**config.mk**
```make
export PLATFORM = sky130hd
export DESIGN_NAME = alarm_countdown_scheduler
export DESIGN_NICKNAME = d
export VERILOG_FILES = /design/src/rtl/acs_pkg.sv /design/src/rtl/alarm_countdown_scheduler.sv /design/src/rtl/acs_unit.sv
export SDC_FILE = /design/constraint.sdc
export NUM_CORES = 1
export LEC_CHECK = 0
export BUFFER_PORTS_ARGS = -buffer_cell sky130_fd_sc_hd__buf_2
export CORE_MARGIN = 2
export CORE_UTILIZATION = 65
export CTS_BUF_LIST = sky130_fd_sc_hd__clkbuf_2 sky130_fd_sc_hd__clkbuf_4 sky130_fd_sc_hd__clkbuf_8
export CTS_CLUSTER_SIZE = 20
export DETAILED_ROUTE_END_ITERATION = 10
export GPL_ROUTABILITY_DRIVEN = 1
export PLACE_DENSITY_LB_ADDON = 0.12
export SLEW_MARGIN = 20
export SYNTH_ARGS = -nofsm -noshare
export SYNTH_HDL_FRONTEND = slang
export SYNTH_SLANG_ARGS = --single-unit
export TNS_END_PERCENT = 10
```
**constraint.sdc**
```tcl
create_clock -name clk -period 19.8 [get_ports clk]
set_clock_uncertainty 0.2 [all_clocks]
set_input_delay 3.96 -clock clk [delete_from_list [all_inputs] [get_ports clk]]
set_output_delay 3.96 -clock clk [all_outputs]
set_load 0.05 [all_outputs]
```
**src/rtl/acs_pkg.sv**
```systemverilog
// Package with shared types, constants and a helper function of the alarm countdown scheduler.
package acs_pkg;

    localparam int CHANNELS_DEF = 3;
    localparam int NUM_REGS     = 3;
    localparam int SET_W        = 26;
    localparam int WEEK_MIN     = 10080;
    localparam int DAY_MIN      = 24 * 60;
    localparam int ALARM_W      = 15;
    localparam int CD_W         = 9;

    localparam logic [1:0] FUNC_TICK   = 2'd0;
    localparam logic [1:0] FUNC_ARM    = 2'd1;
    localparam logic [1:0] FUNC_RESUME = 2'd2;
    localparam logic [1:0] FUNC_CLKSET = 2'd3;

    localparam logic [1:0] REP_ONCE   = 2'd0;
    localparam logic [1:0] REP_WEEKLY = 2'd2;

    typedef enum logic [1:0] {
        ST_IDLE,
        ST_CHAN,
        ST_DONE
    } acs_state_t;

    // Fields of one input beat.
    typedef struct packed {
        logic        sleep_locked;
        logic        alarm_muted;
        logic [15:0] elapsed_minutes;
        logic [5:0]  now_minute;
        logic [4:0]  now_hour;
        logic [2:0]  now_wday;
        logic [1:0]  channel;
        logic [1:0]  func;
    } acs_in_t;

    // Result of one pass of the channel unit.
    typedef struct packed {
        logic        enabled_next;
        logic [7:0]  left_next;
        logic        fired;
        logic        launch;
        logic        poff;
        logic        is_cd;
        logic        has_dist;
        logic [13:0] dist_min;
    } acs_unit_out_t;

    function automatic logic [7:0] cd_table(input logic [2:0] idx);
        logic [7:0] v;
        case (idx)
            3'd0:    v = 8'd3;
            3'd1:    v = 8'd5;
            3'd2:    v = 8'd15;
            3'd3:    v = 8'd30;
            3'd4:    v = 8'd45;
            3'd5:    v = 8'd60;
            3'd6:    v = 8'd90;
            default: v = 8'd120;
        endcase
        return v;
    endfunction

endpackage

```
**src/rtl/alarm_countdown_scheduler.sv**
```systemverilog
// Flow: an accepted beat is held in item_reg, the shared channel unit visits one channel
// per cycle in ST_CHAN, and ST_DONE then loads the output register and raises m_tvalid.
// s_tready is low while a beat is being worked on and while its result waits in the
// output register, so a new beat is taken only after the last result has been taken.
// Reset (rst_n, asynchronous, active low) clears settings, enables and counts at once.
module alarm_countdown_scheduler
    import acs_pkg::*;
#(
    parameter int CHANNELS = CHANNELS_DEF
)
(
    input  logic        clk,
    input  logic        rst_n,
    input  logic        s_tvalid,
    output logic        s_tready,
    // func[1:0], channel[3:2], now_wday[6:4], now_hour[11:7], now_minute[17:12],
    // elapsed_minutes[33:18], alarm_muted[34], sleep_locked[35], zero fill
    input  logic [39:0] s_tdata,
    output logic        m_tvalid,
    input  logic        m_tready,
    // fired_mask[2:0], launch_mask[5:3], power_off[6], resched_valid[7],
    // next_alarm_minutes[22:8], next_countdown_minutes[31:23]
    output logic [31:0] m_tdata,
    input  logic        cfg_we,
    input  logic [1:0]  cfg_index,
    input  logic [SET_W-1:0] cfg_data
);

    localparam int CW = (CHANNELS > 1) ? $clog2(CHANNELS) : 1;

    acs_state_t state_reg, state_next;
    logic [SET_W-1:0] setting_reg [CHANNELS];
    logic [CHANNELS-1:0] en_reg;
    logic [7:0] left_reg [CHANNELS];
    acs_in_t item_reg;
    logic [CW-1:0] ch_reg;
    logic prev_reg, valid_reg, poff_reg;
    logic [2:0] fired_reg, launch_reg;
    logic signed [ALARM_W-1:0] alarm_reg;
    logic signed [CD_W-1:0] cd_reg;
    logic m_valid_reg;
    logic [31:0] m_data_reg;

    acs_unit_out_t ures;
    logic act, first_two, selected, last_ch, alarm_better, cd_better, pass_valid;
    logic [SET_W-1:0] cur_set;

    assign cur_set   = setting_reg[ch_reg];
    assign act       = (ch_reg == '0) || !prev_reg;
    assign first_two = ({{(8-CW){1'b0}}, ch_reg} < 8'd2);
    assign selected  = ({{(8-CW){1'b0}}, ch_reg} == {6'd0, item_reg.channel});
    assign last_ch   = ({{(8-CW){1'b0}}, ch_reg} == 8'(CHANNELS - 1));

    acs_unit u_unit (
        .setting   (cur_set),
        .enabled   (en_reg[ch_reg]),
        .left      (left_reg[ch_reg]),
        .item      (item_reg),
        .act       (act),
        .first_two (first_two),
        .selected  (selected),
        .res       (ures)
    );

    // The minimum needs distances only for channels that will report them.
    assign alarm_better = ures.has_dist && !ures.is_cd &&
                          (alarm_reg < 0 || $signed({1'b0, ures.dist_min}) < alarm_reg);
    assign cd_better    = ures.has_dist && ures.is_cd &&
                          (cd_reg < 0 || $signed({1'b0, ures.dist_min[7:0]}) < cd_reg);
    assign pass_valid   = (item_reg.func != FUNC_TICK) &&
                          !(item_reg.func == FUNC_ARM &&
                            {6'd0, item_reg.channel} >= 8'(CHANNELS));

    assign s_tready = (state_reg == ST_IDLE) && !m_valid_reg;
    assign m_tvalid = m_valid_reg;
    assign m_tdata  = m_data_reg;

    always_comb
    begin
        state_next = state_reg;
        case (state_reg)
            ST_IDLE:
                if (s_tvalid && s_tready)
                    state_next = ST_CHAN;
            ST_CHAN:
                if (last_ch)
                    state_next = ST_DONE;
            ST_DONE:
                state_next = ST_IDLE;
            default:
                state_next = ST_IDLE;
        endcase
    end

    always_ff @(posedge clk or negedge rst_n)
    begin
        if (!rst_n)
        begin
            state_reg   <= ST_IDLE;
            en_reg      <= '0;
            m_valid_reg <= 1'b0;
            m_data_reg  <= '0;
            ch_reg      <= '0;
            prev_reg    <= 1'b0;
            item_reg    <= '0;
            fired_reg   <= 3'd0;
            launch_reg  <= 3'd0;
            poff_reg    <= 1'b0;
            valid_reg   <= 1'b0;
            alarm_reg   <= -ALARM_W'(1);
            cd_reg      <= -CD_W'(1);
            for (int i = 0; i < CHANNELS; i++)
            begin
                setting_reg[i] <= '0;
                left_reg[i]    <= 8'd0;
            end
        end
        else
        begin
            state_reg <= state_next;
            if (cfg_we && {6'd0, cfg_index} < 8'(NUM_REGS) && {6'd0, cfg_index} < 8'(CHANNELS))
                setting_reg[CW'(cfg_index)] <= cfg_data;
            if (m_valid_reg && m_tready)
                m_valid_reg <= 1'b0;
            case (state_reg)
                ST_IDLE:
                begin
                    if (s_tvalid && s_tready)
                    begin
                        item_reg   <= acs_in_t'(s_tdata[35:0]);
                        ch_reg     <= '0;
                        prev_reg   <= 1'b0;
                        fired_reg  <= 3'd0;
                        launch_reg <= 3'd0;
                        poff_reg   <= 1'b0;
                        valid_reg  <= 1'b0;
                        alarm_reg  <= -ALARM_W'(1);
                        cd_reg     <= -CD_W'(1);
                    end
                end
                ST_CHAN:
                begin
                    en_reg[ch_reg]   <= ures.enabled_next;
                    left_reg[ch_reg] <= ures.left_next;
                    prev_reg         <= ures.fired;
                    if (ures.fired && {{(8-CW){1'b0}}, ch_reg} < 8'd3)
                    begin
                        fired_reg[2'(ch_reg)]  <= 1'b1;
                        launch_reg[2'(ch_reg)] <= ures.launch;
                    end
                    if (ures.fired)
                        valid_reg <= 1'b1;
                    if (ures.poff)
                        poff_reg <= 1'b1;
                    if (alarm_better)
                        alarm_reg <= $signed({1'b0, ures.dist_min});
                    if (cd_better)
                        cd_reg <= $signed({1'b0, ures.dist_min[7:0]});
                    if (!last_ch)
                        ch_reg <= ch_reg + CW'(1);
                end
                ST_DONE:
                begin
                    m_valid_reg <= 1'b1;
                    if (valid_reg || pass_valid)
                        m_data_reg <= {cd_reg, alarm_reg, 1'b1, poff_reg, launch_reg, fired_reg};
                    else
                        m_data_reg <= {-CD_W'(1), -ALARM_W'(1), 1'b0, poff_reg,
                                       launch_reg, fired_reg};
                end
                default:
                begin
                end
            endcase
        end
    end

`ifndef ASSERT_OFF
    a_no_accept_busy: assert property (@(posedge clk) disable iff (!rst_n)
        (state_reg != ST_IDLE) |-> !s_tready) else $error("accept while busy");
    a_done_to_out: assert property (@(posedge clk) disable iff (!rst_n)
        (state_reg == ST_DONE) |=> m_valid_reg) else $error("result lost");
    a_arm_bad_zero: assert property (@(posedge clk) disable iff (!rst_n)
        (state_reg == ST_DONE && !valid_reg && !pass_valid) |-> fired_reg == 3'd0)
        else $error("fired without reschedule");
`endif

endmodule

```
**src/rtl/acs_unit.sv**
```systemverilog
// Shared channel unit: evaluates one channel for tick, arm, resume, clock set and distance.
module acs_unit
    import acs_pkg::*;
(
    input  logic [SET_W-1:0] setting,
    input  logic             enabled,
    input  logic [7:0]       left,
    input  acs_in_t          item,
    input  logic             act,
    input  logic             first_two,
    input  logic             selected,
    output acs_unit_out_t    res
);

    logic       is_cd, is_alarm_fn, one_shot, match, wbit, any_fire;
    logic [1:0] rep;
    logic [4:0] hr;
    logic [5:0] mn;
    logic [6:0] wmask;
    logic [7:0] left_dec, left_now;
    logic [2:0] days;
    logic       en_now;
    logic signed [15:0] d, dd;
    logic [13:0] wmask2;
    logic [6:0] shifted;
    logic        today;

    always_comb
    begin
        is_cd       = setting[0];
        is_alarm_fn = setting[1];
        rep         = setting[3:2];
        hr          = setting[8:4];
        mn          = setting[14:9];
        wmask       = setting[21:15];
        wbit        = (item.now_wday < 3'd7) ? wmask[item.now_wday] : 1'b0;

        en_now    = enabled;
        left_now  = left;
        any_fire  = 1'b0;
        one_shot  = 1'b1;
        left_dec  = left - 8'd1;
        match     = 1'b0;
        res       = '0;

        case (item.func)
            FUNC_TICK, FUNC_CLKSET:
            begin
                if (enabled && (item.func == FUNC_TICK || (first_two && !is_cd)))
                begin
                    if (is_cd)
                    begin
                        if (left != 8'd0)
                            left_now = left_dec;
                        any_fire = (left_now == 8'd0);
                    end
                    else
                    begin
                        match = (rep != REP_WEEKLY || wbit) && item.now_minute == mn
                                && item.now_hour == hr;
                        any_fire = match;
                        one_shot = (rep == REP_ONCE);
                    end
                end
                if (any_fire && one_shot)
                    en_now = 1'b0;
            end
            FUNC_ARM:
            begin
                if (selected)
                begin
                    en_now = setting[25];
                    if (setting[25] && is_cd)
                        left_now = cd_table(setting[24:22]);
                end
            end
            default:
            begin
                if (enabled && is_cd)
                    left_now = ({8'd0, left} > item.elapsed_minutes)
                               ? left - item.elapsed_minutes[7:0] : 8'd0;
            end
        endcase

        res.enabled_next = en_now;
        res.left_next    = left_now;
        res.fired        = any_fire;
        res.launch       = any_fire && act && is_alarm_fn && !item.alarm_muted;
        res.poff         = any_fire && act && !is_alarm_fn && !item.sleep_locked;
        res.is_cd        = is_cd;

        // Distance to next expiry, computed on updated state.
        d = (16'(signed'({1'b0, hr})) - 16'(signed'({1'b0, item.now_hour}))) * 16'sd60
            + (16'(signed'({1'b0, mn})) - 16'(signed'({1'b0, item.now_minute})));
        wmask2  = {wmask, wmask};
        shifted = 7'd0;
        days    = 3'd7;
        for (int k = 7; k >= 1; k--)
        begin
            // Weekday index after k days, wrapping to Sunday past Saturday.
            if (wmask2[((item.now_wday >= 3'd6) ? 0 : int'(item.now_wday) + 1) + k - 1])
                days = 3'(k);
        end
        today = item.now_hour < hr || (item.now_hour == hr && item.now_minute < mn);
        res.has_dist = en_now;
        dd = d;
        if (en_now && is_cd)
            dd = 16'(signed'({8'd0, left_now}));
        else if (en_now)
        begin
            if (today && (rep != REP_WEEKLY || wbit))
                dd = d;
            else if (rep == REP_WEEKLY)
            begin
                if (wmask == 7'd0)
                    res.has_dist = 1'b0;
                dd = 16'(signed'({13'd0, days})) * 16'sd1440 + d;
            end
            else
                dd = 16'sd1440 + d;
        end
        if (dd < 0)
            res.dist_min = 14'd0;
        else if (dd > 16'sd10080)
            res.dist_min = 14'd10080;
        else
            res.dist_min = dd[13:0];
        shifted = wmask;
        if (shifted == 7'h7f && days == 3'd0)
            res.has_dist = 1'b0;
    end

endmodule

```
==> flow_summary_export.csv, run 1 <==
group,metric,value,unit
routing,via_per_inst,6.07,
logic_synthesis,postSynthAreaPerCell,9.49,sq um
clocking,numCtsBuffers,36,
timing,fin_hold_ws,0.270,ns
floorplan,dieArea,23500,sq um
floorplan,dieHeight,153,um
final_layout,fin_util,0.732,
timing,clock.fmax,85.1,MHz
clocking,path_clk_slew,0.06,ns
floorplan,placementRows,54,
final_layout,final_cell_mix,"nand2_1 (206), dfrtp_1 (186), o21ai_0 (127), ha_1 (104), buf_2 (101)",
outcome,outcome,"completed",
logic_synthesis,ys.flop_type,"dfrtp_1",
hold_path,min-delay-start,"m_tdata[6]$_DFFE_PN0P_",
placement,io_buffers,102,
logic_synthesis,ys_seq_area_frac,0.366,
grt,grt_pass1_wl,57900,um
critical_path,arrival,12.01,ns
routing,drt_iter0_drc,700,
placement,gp_congestion,0.908,
routing,vias,11600,
hold_path,min_path_cells,2,
logic_synthesis,synth_largest_area_cell,"dfrtp_1",
logic_synthesis,synthCells,1527,
critical_path,r2r_start,"ch_reg[0]$_DFFE_PN0P_",
logic_synthesis,async_flop_share,1.00,
timing,slew_headroom,0.309,
critical_path,slowest_stage,"o41ai_4",
critical_path,cp_common_cell,"ha_1",
routing,drc,0,
clocking,post-cts-setup-buffers,0,
floorplan,io_pins,107,
critical_path,crit_fanout,40,
clocking,cts_tree,"yes",
timing,final-max-slew-violation-count,0,
clocking,cts_hold_buf,0,
final_layout,drive_gt1_frac,0.209,
timing,fin_crit_sh,0.594,
routing,detail-route-antenna-nets,0,
routing,drtPass1Iterations,8,
timing,rsz0062_at_grt,"false",
timing,final.setup.tns,0,ns
grt,grt-ovfl-total,0,
placement,dp.final_hpwl,25600,um
clocking,cts_buffer_depth,3,
clocking,clock_sinks,211,
critical_path,worstSetupPathType,"flip-flop to flip-flop",
flow_run,maxCapViolations,0,
logic_synthesis,synth_edf_count,0,
hold_path,hold_path_class,"flip-flop to flip-flop",
hold_path,hold_path_end,"m_tdata[6]$_DFFE_PN0P_",
placement,dpl.cell_count,1855,
logic_synthesis,synth_top_cell_area_share,0.323,
logic_synthesis,yosysWarnings,0,
grt,grt_pass1_vias,11800,
critical_path,reg2reg_to,"alarm_reg[12]$_DFFE_PN1P_",
critical_path,crit_required,20.05,ns
final_layout,largest_reg_flops,78,
timing,finalHoldViolCount,0,
critical_path,reg2regPathDepth,38,
final_layout,mostFrequentLayoutCell,"nand2_1",
floorplan,die_x,153,um
final_layout,nets,1801,
logic_synthesis,synth_seq_cells,211,
critical_path,start_kind,"flip-flop",
logic_synthesis,synth_area_leaders,"dfrtp_1 (32%), ha_1 (9.0%), mux2_2 (7.4%)",
timing,setup_viol,0,
clocking,clock_latency,0.52,ns
critical_path,end_kind,"flip-flop",
clocking,htree_levels,2,
grt,grt_use_total,0.297,
final_layout,fin_cells,1918,
clocking,cts_root_buf,"clkbuf_8",
floorplan,start_util,0.664,
logic_synthesis,synth_cell_types,91,
routing,wl_per_cell,18.0,um
floorplan,core_area,21800,sq um
critical_path,r2r_slack,8.05,ns
final_layout,diodes,0,
clocking,post_cts_resized,0,
logic_synthesis,synthesis.area,14500,sq um
critical_path,cp_slowest_stage_delay,0.97,ns
grt,grt_max_degree,78,
logic_synthesis,synth_nets,1715,
timing,fin_crit,11.75,ns
routing,routed_wl,34600,um
timing,worst_slew_pin_slew,1.03,ns
grt,antenna_found_initial,0,
final_layout,area_growth,10.2,%
[cells by family after synthesis]
family          share of synthesized area
fa+ha+maj                           0.106
flops                               0.366
compound gates                      0.168
xor+xnor                           0.0354
mux                                 0.136
simple gates                        0.143
buf+inv                            0.0447
[worst max-delay path, delay by kind of cell, from the launching register on]
| kind | cells | cell delay, ns |
|---|---|---|
| flip-flops | 1 | 0.69 |
| buffers and inverters | 3 | 1.09 |
| adder cells (fa/ha/maj) | 6 | 2.25 |
| multiplexers | 1 | 0.42 |
| AND/OR/NAND/NOR | 9 | 1.77 |
| XOR/XNOR | 4 | 0.54 |
| AO/OA/AOI/OAI | 15 | 4.67 |
[worst max-delay path by stage]
| stage | startpoint | endpoint | slack, ns | cells after the start |
|---|---|---|---|---|
| after floorplan | ch_reg[1]$_DFFE_PN0P_ | alarm_reg[10]$_DFFE_PN1P_ | 9.30 | 52 |
| after global placement | ch_reg[0]$_DFFE_PN0P_ | alarm_reg[12]$_DFFE_PN1P_ | 8.35 | 38 |
| after detailed placement | ch_reg[0]$_DFFE_PN0P_ | alarm_reg[12]$_DFFE_PN1P_ | 8.12 | 37 |
| after CTS | ch_reg[0]$_DFFE_PN0P_ | alarm_reg[12]$_DFFE_PN1P_ | 8.09 | 37 |
| after global routing | ch_reg[0]$_DFFE_PN0P_ | alarm_reg[12]$_DFFE_PN1P_ | 7.11 | 38 |
| final | ch_reg[0]$_DFFE_PN0P_ | alarm_reg[12]$_DFFE_PN1P_ | 8.05 | 38 |
[metrics by stage]
| stage | setup slack, ns | area, sq um |
|---|---|---|
| 6_report | 8.05 | 16000 |
| 2_1_floorplan | 9.30 | 14500 |
| 4_1_cts | 8.09 | 16000 |
| 3_3_place_gp | 8.35 | 15200 |
| 5_1_grt | 7.11 | 16000 |
| 3_5_place_dp | 8.12 | 15200 |
[cells in the mapped netlist (5+ instances only)]
cell type  instances
o211ai_1          10
mux2i_1           67
nand3_1           17
a31oi_1            5
nand2_1          206
buf_4              5
nor2_1            83
buf_2              8
a211oi_1          12
xnor2_1           41
o22ai_1            7
xor2_1            15
o21ai_0          127
mux4_2             5
clkbuf_1          47
nand3b_1           6
nor4_1            10
fa_1              11
o21bai_1           6
nor3_1            25
inv_1             88
nand2b_1          18
mux2_1            10
o22a_1            24
o311ai_0           5
and3_1            10
a21o_1            21
a21oi_1           59
nand4_1           14
o221ai_1           7
dfrtp_1          187
nor2b_1           17
mux2_2            95
dfstp_2           24
o21a_1            10
or2_2              6
a22oi_1            7
and2_1            10
ha_1             104
a2bb2oi_1         11
[routing by layer]
layer	vias to the layer above	global-route usage	wire, um	part of all wire
met5	-	0	0	0
met4	0	0.107	1090	0.031
met3	74	0.0496	1740	0.050
met2	334	0.489	16100	0.46
met1	5606	0.398	15700	0.45
li1	5635	-	-	-
[area by class of cell]
cell class	count	area, sq um
Inverter	92	345
Fill cell	1668	5840
Clock inverter	6	83.8
Timing Repair Buffer	115	617
Multi-Input combinational cell	1157	8560
Sequential cell	211	5310
Tap cell	280	350
Clock buffer	57	709
Power of run 1 is not shown: default switching activity piles up to over one toggle a cycle in this logic, so the estimate is an artifact.
==> inputs of run 2 (changes only) <==
- CORE_UTILIZATION: 65 -> 63
- clock period: 19.8 -> 11.82 ns (I/O delays scaled with it)
==> run 2 against run 1 <==
Cell count grew 0.57%. First-iteration DRC count increased by 12%. Routed wire length shrank 1.4%. Critical endpoint is now alarm_reg[13]$_DFFE_PN1P_. Setup slack worse by 7.3 ns. Flip-flop and latch count unchanged. Sequential share of layout area shrank 0.22 points. Highest routed layer unchanged. Register-to-register slack lost 7.3 ns.
==> flow_summary_export.csv, run 2 (synthesis gave the netlist of run 1 again) <==
group,metric,value,unit
final_layout,nets,1805,
clocking,path_clk_slew,0.06,ns
critical_path,slowest_stage,"o21bai_1",
clocking,post-cts-setup-buffers,0,
grt,grt_use_total,0.289,
clocking,clock_latency,0.55,ns
clocking,htree_levels,2,
clocking,cts_tree,"yes",
grt,grt-ovfl-total,0,
final_layout,final_cell_mix,"nand2_1 (206), dfrtp_1 (186), o21ai_0 (127), ha_1 (104), buf_2 (101)",
routing,drtPass1Iterations,7,
timing,finalHoldViolCount,0,
critical_path,end_kind,"flip-flop",
timing,setup_viol,0,
timing,finalWorstSetupSlack,0.791,ns
critical_path,worstSetupPathType,"flip-flop to flip-flop",
floorplan,dieHeight,156,um
floorplan,core_area,22600,sq um
clocking,cts_buffer_depth,3,
clocking,cts_root_buf,"clkbuf_8",
placement,io_buffers,102,
placement,dpl.cell_count,1862,
critical_path,start_kind,"flip-flop",
timing,clock.fmax,90.7,MHz
routing,detail-route-antenna-nets,0,
clocking,post_cts_resized,0,
final_layout,mostFrequentLayoutCell,"nand2_1",
critical_path,arrival,11.27,ns
routing,vias,11700,
hold_path,hold_path_class,"flip-flop to flip-flop",
placement,dp.final_hpwl,25100,um
final_layout,area_growth,11.0,%
flow_run,maxCapViolations,0,
critical_path,crit_fanout,14,
final_layout,design_area,16100,sq um
floorplan,start_util,0.640,
final_layout,drive_gt1_frac,0.211,
placement,dp_slack,0.786,ns
timing,slew_headroom,0.317,
placement,gp_congestion,0.934,
routing,routed_wl,34100,um
final_layout,fin_cells,1929,
timing,fin_crit,11.03,ns
grt,grt_pass1_vias,11400,
grt,grt_pass1_wl,56800,um
floorplan,placementRows,55,
timing,fin_crit_sh,0.933,
routing,drc,0,
floorplan,dieArea,24200,sq um
clocking,numCtsBuffers,37,
final_layout,diodes,0,
grt,grt_max_degree,73,
timing,final-max-slew-violation-count,0,
critical_path,cp_common_cell,"ha_1",
floorplan,io_pins,107,
placement,dpl_cell_area,15200,sq um
final_layout,largest_reg_flops,78,
floorplan,die_x,156,um
routing,drt_iter0_drc,782,
outcome,outcome,"completed",
critical_path,cp_slowest_stage_delay,0.76,ns
critical_path,crit_required,12.06,ns
routing,via_per_inst,6.05,
timing,final.setup.tns,0,ns
clocking,cts_hold_buf,0,
routing,wl_per_cell,17.7,um
grt,antenna_found_initial,1,
timing,rsz0062_at_grt,"false",
clocking,clock_sinks,211,
timing,worst_slew_pin_slew,1.02,ns
-- run 2: cell types whose count changed in the layout (fill, tap and decap cells not counted), sizes merged --
cell	delta
clkinvlp	+1
clkbuf	-1
buf	+3
clkinv	+3
bufinv	+1
inv	-1
-- run 2: per-layer routing --
layer  GRT usage  wire length, um
met1       0.392            15500
met2       0.475            15800
met3      0.0483             1850
met4      0.0917              889
met5           0                0
-- run 2: per-stage QoR --
step	utilization	hold WS (ns)
3_5_place_dp	0.671	0.258
5_1_grt	0.711	0.293
6_report	0.711	0.265
3_3_place_gp	0.671	0.251
4_1_cts	0.710	0.273
2_1_floorplan	-	0.239
-- run 2: area by class of cell --
class | count | area (sq um)
clock buffers | 56 | 727
clock inverters | 10 | 139
fillers | 1748 | 6550
inverters | 92 | 345
multi-input cells | 1157 | 8560
flip-flops and latches | 211 | 5310
well taps | 285 | 357
repair buffers | 118 | 652
-- run 2: worst paths after layout --
path,startpoint,to,slack (ns),cells past startpoint
setup / recovery,ch_reg[1]$_DFFE_PN0P_,alarm_reg[13]$_DFFE_PN1P_,0.79,42
hold / removal,m_tdata[2]$_DFFE_PN0P_,m_tdata[2]$_DFFE_PN0P_,0.27,2
setup reg to reg,ch_reg[1]$_DFFE_PN0P_,alarm_reg[13]$_DFFE_PN1P_,0.79,42
hold reg to reg,m_tdata[2]$_DFFE_PN0P_,m_tdata[2]$_DFFE_PN0P_,0.27,2
max in group asynchronous,rst_n,ch_reg[1]$_DFFE_PN0P_,7.56,3
min in group asynchronous,rst_n,m_tdata[15]$_DFFE_PN0P_,1.62,1
-- run 2: worst max-delay path, delay by kind of cell, from the launching register on --
| family | cells | cell delay [ns] |
|---|---|---|
| multiplexers | 2 | 0.48 |
| AND/OR/NAND/NOR | 9 | 1.73 |
| AO/OA/AOI/OAI | 18 | 4.42 |
| flip-flops | 1 | 0.54 |
| adder cells (fa/ha/maj) | 8 | 2.68 |
| XOR/XNOR | 3 | 0.62 |
| buffers and inverters | 2 | 0.21 |
Power of run 2 is left out for the same reason.
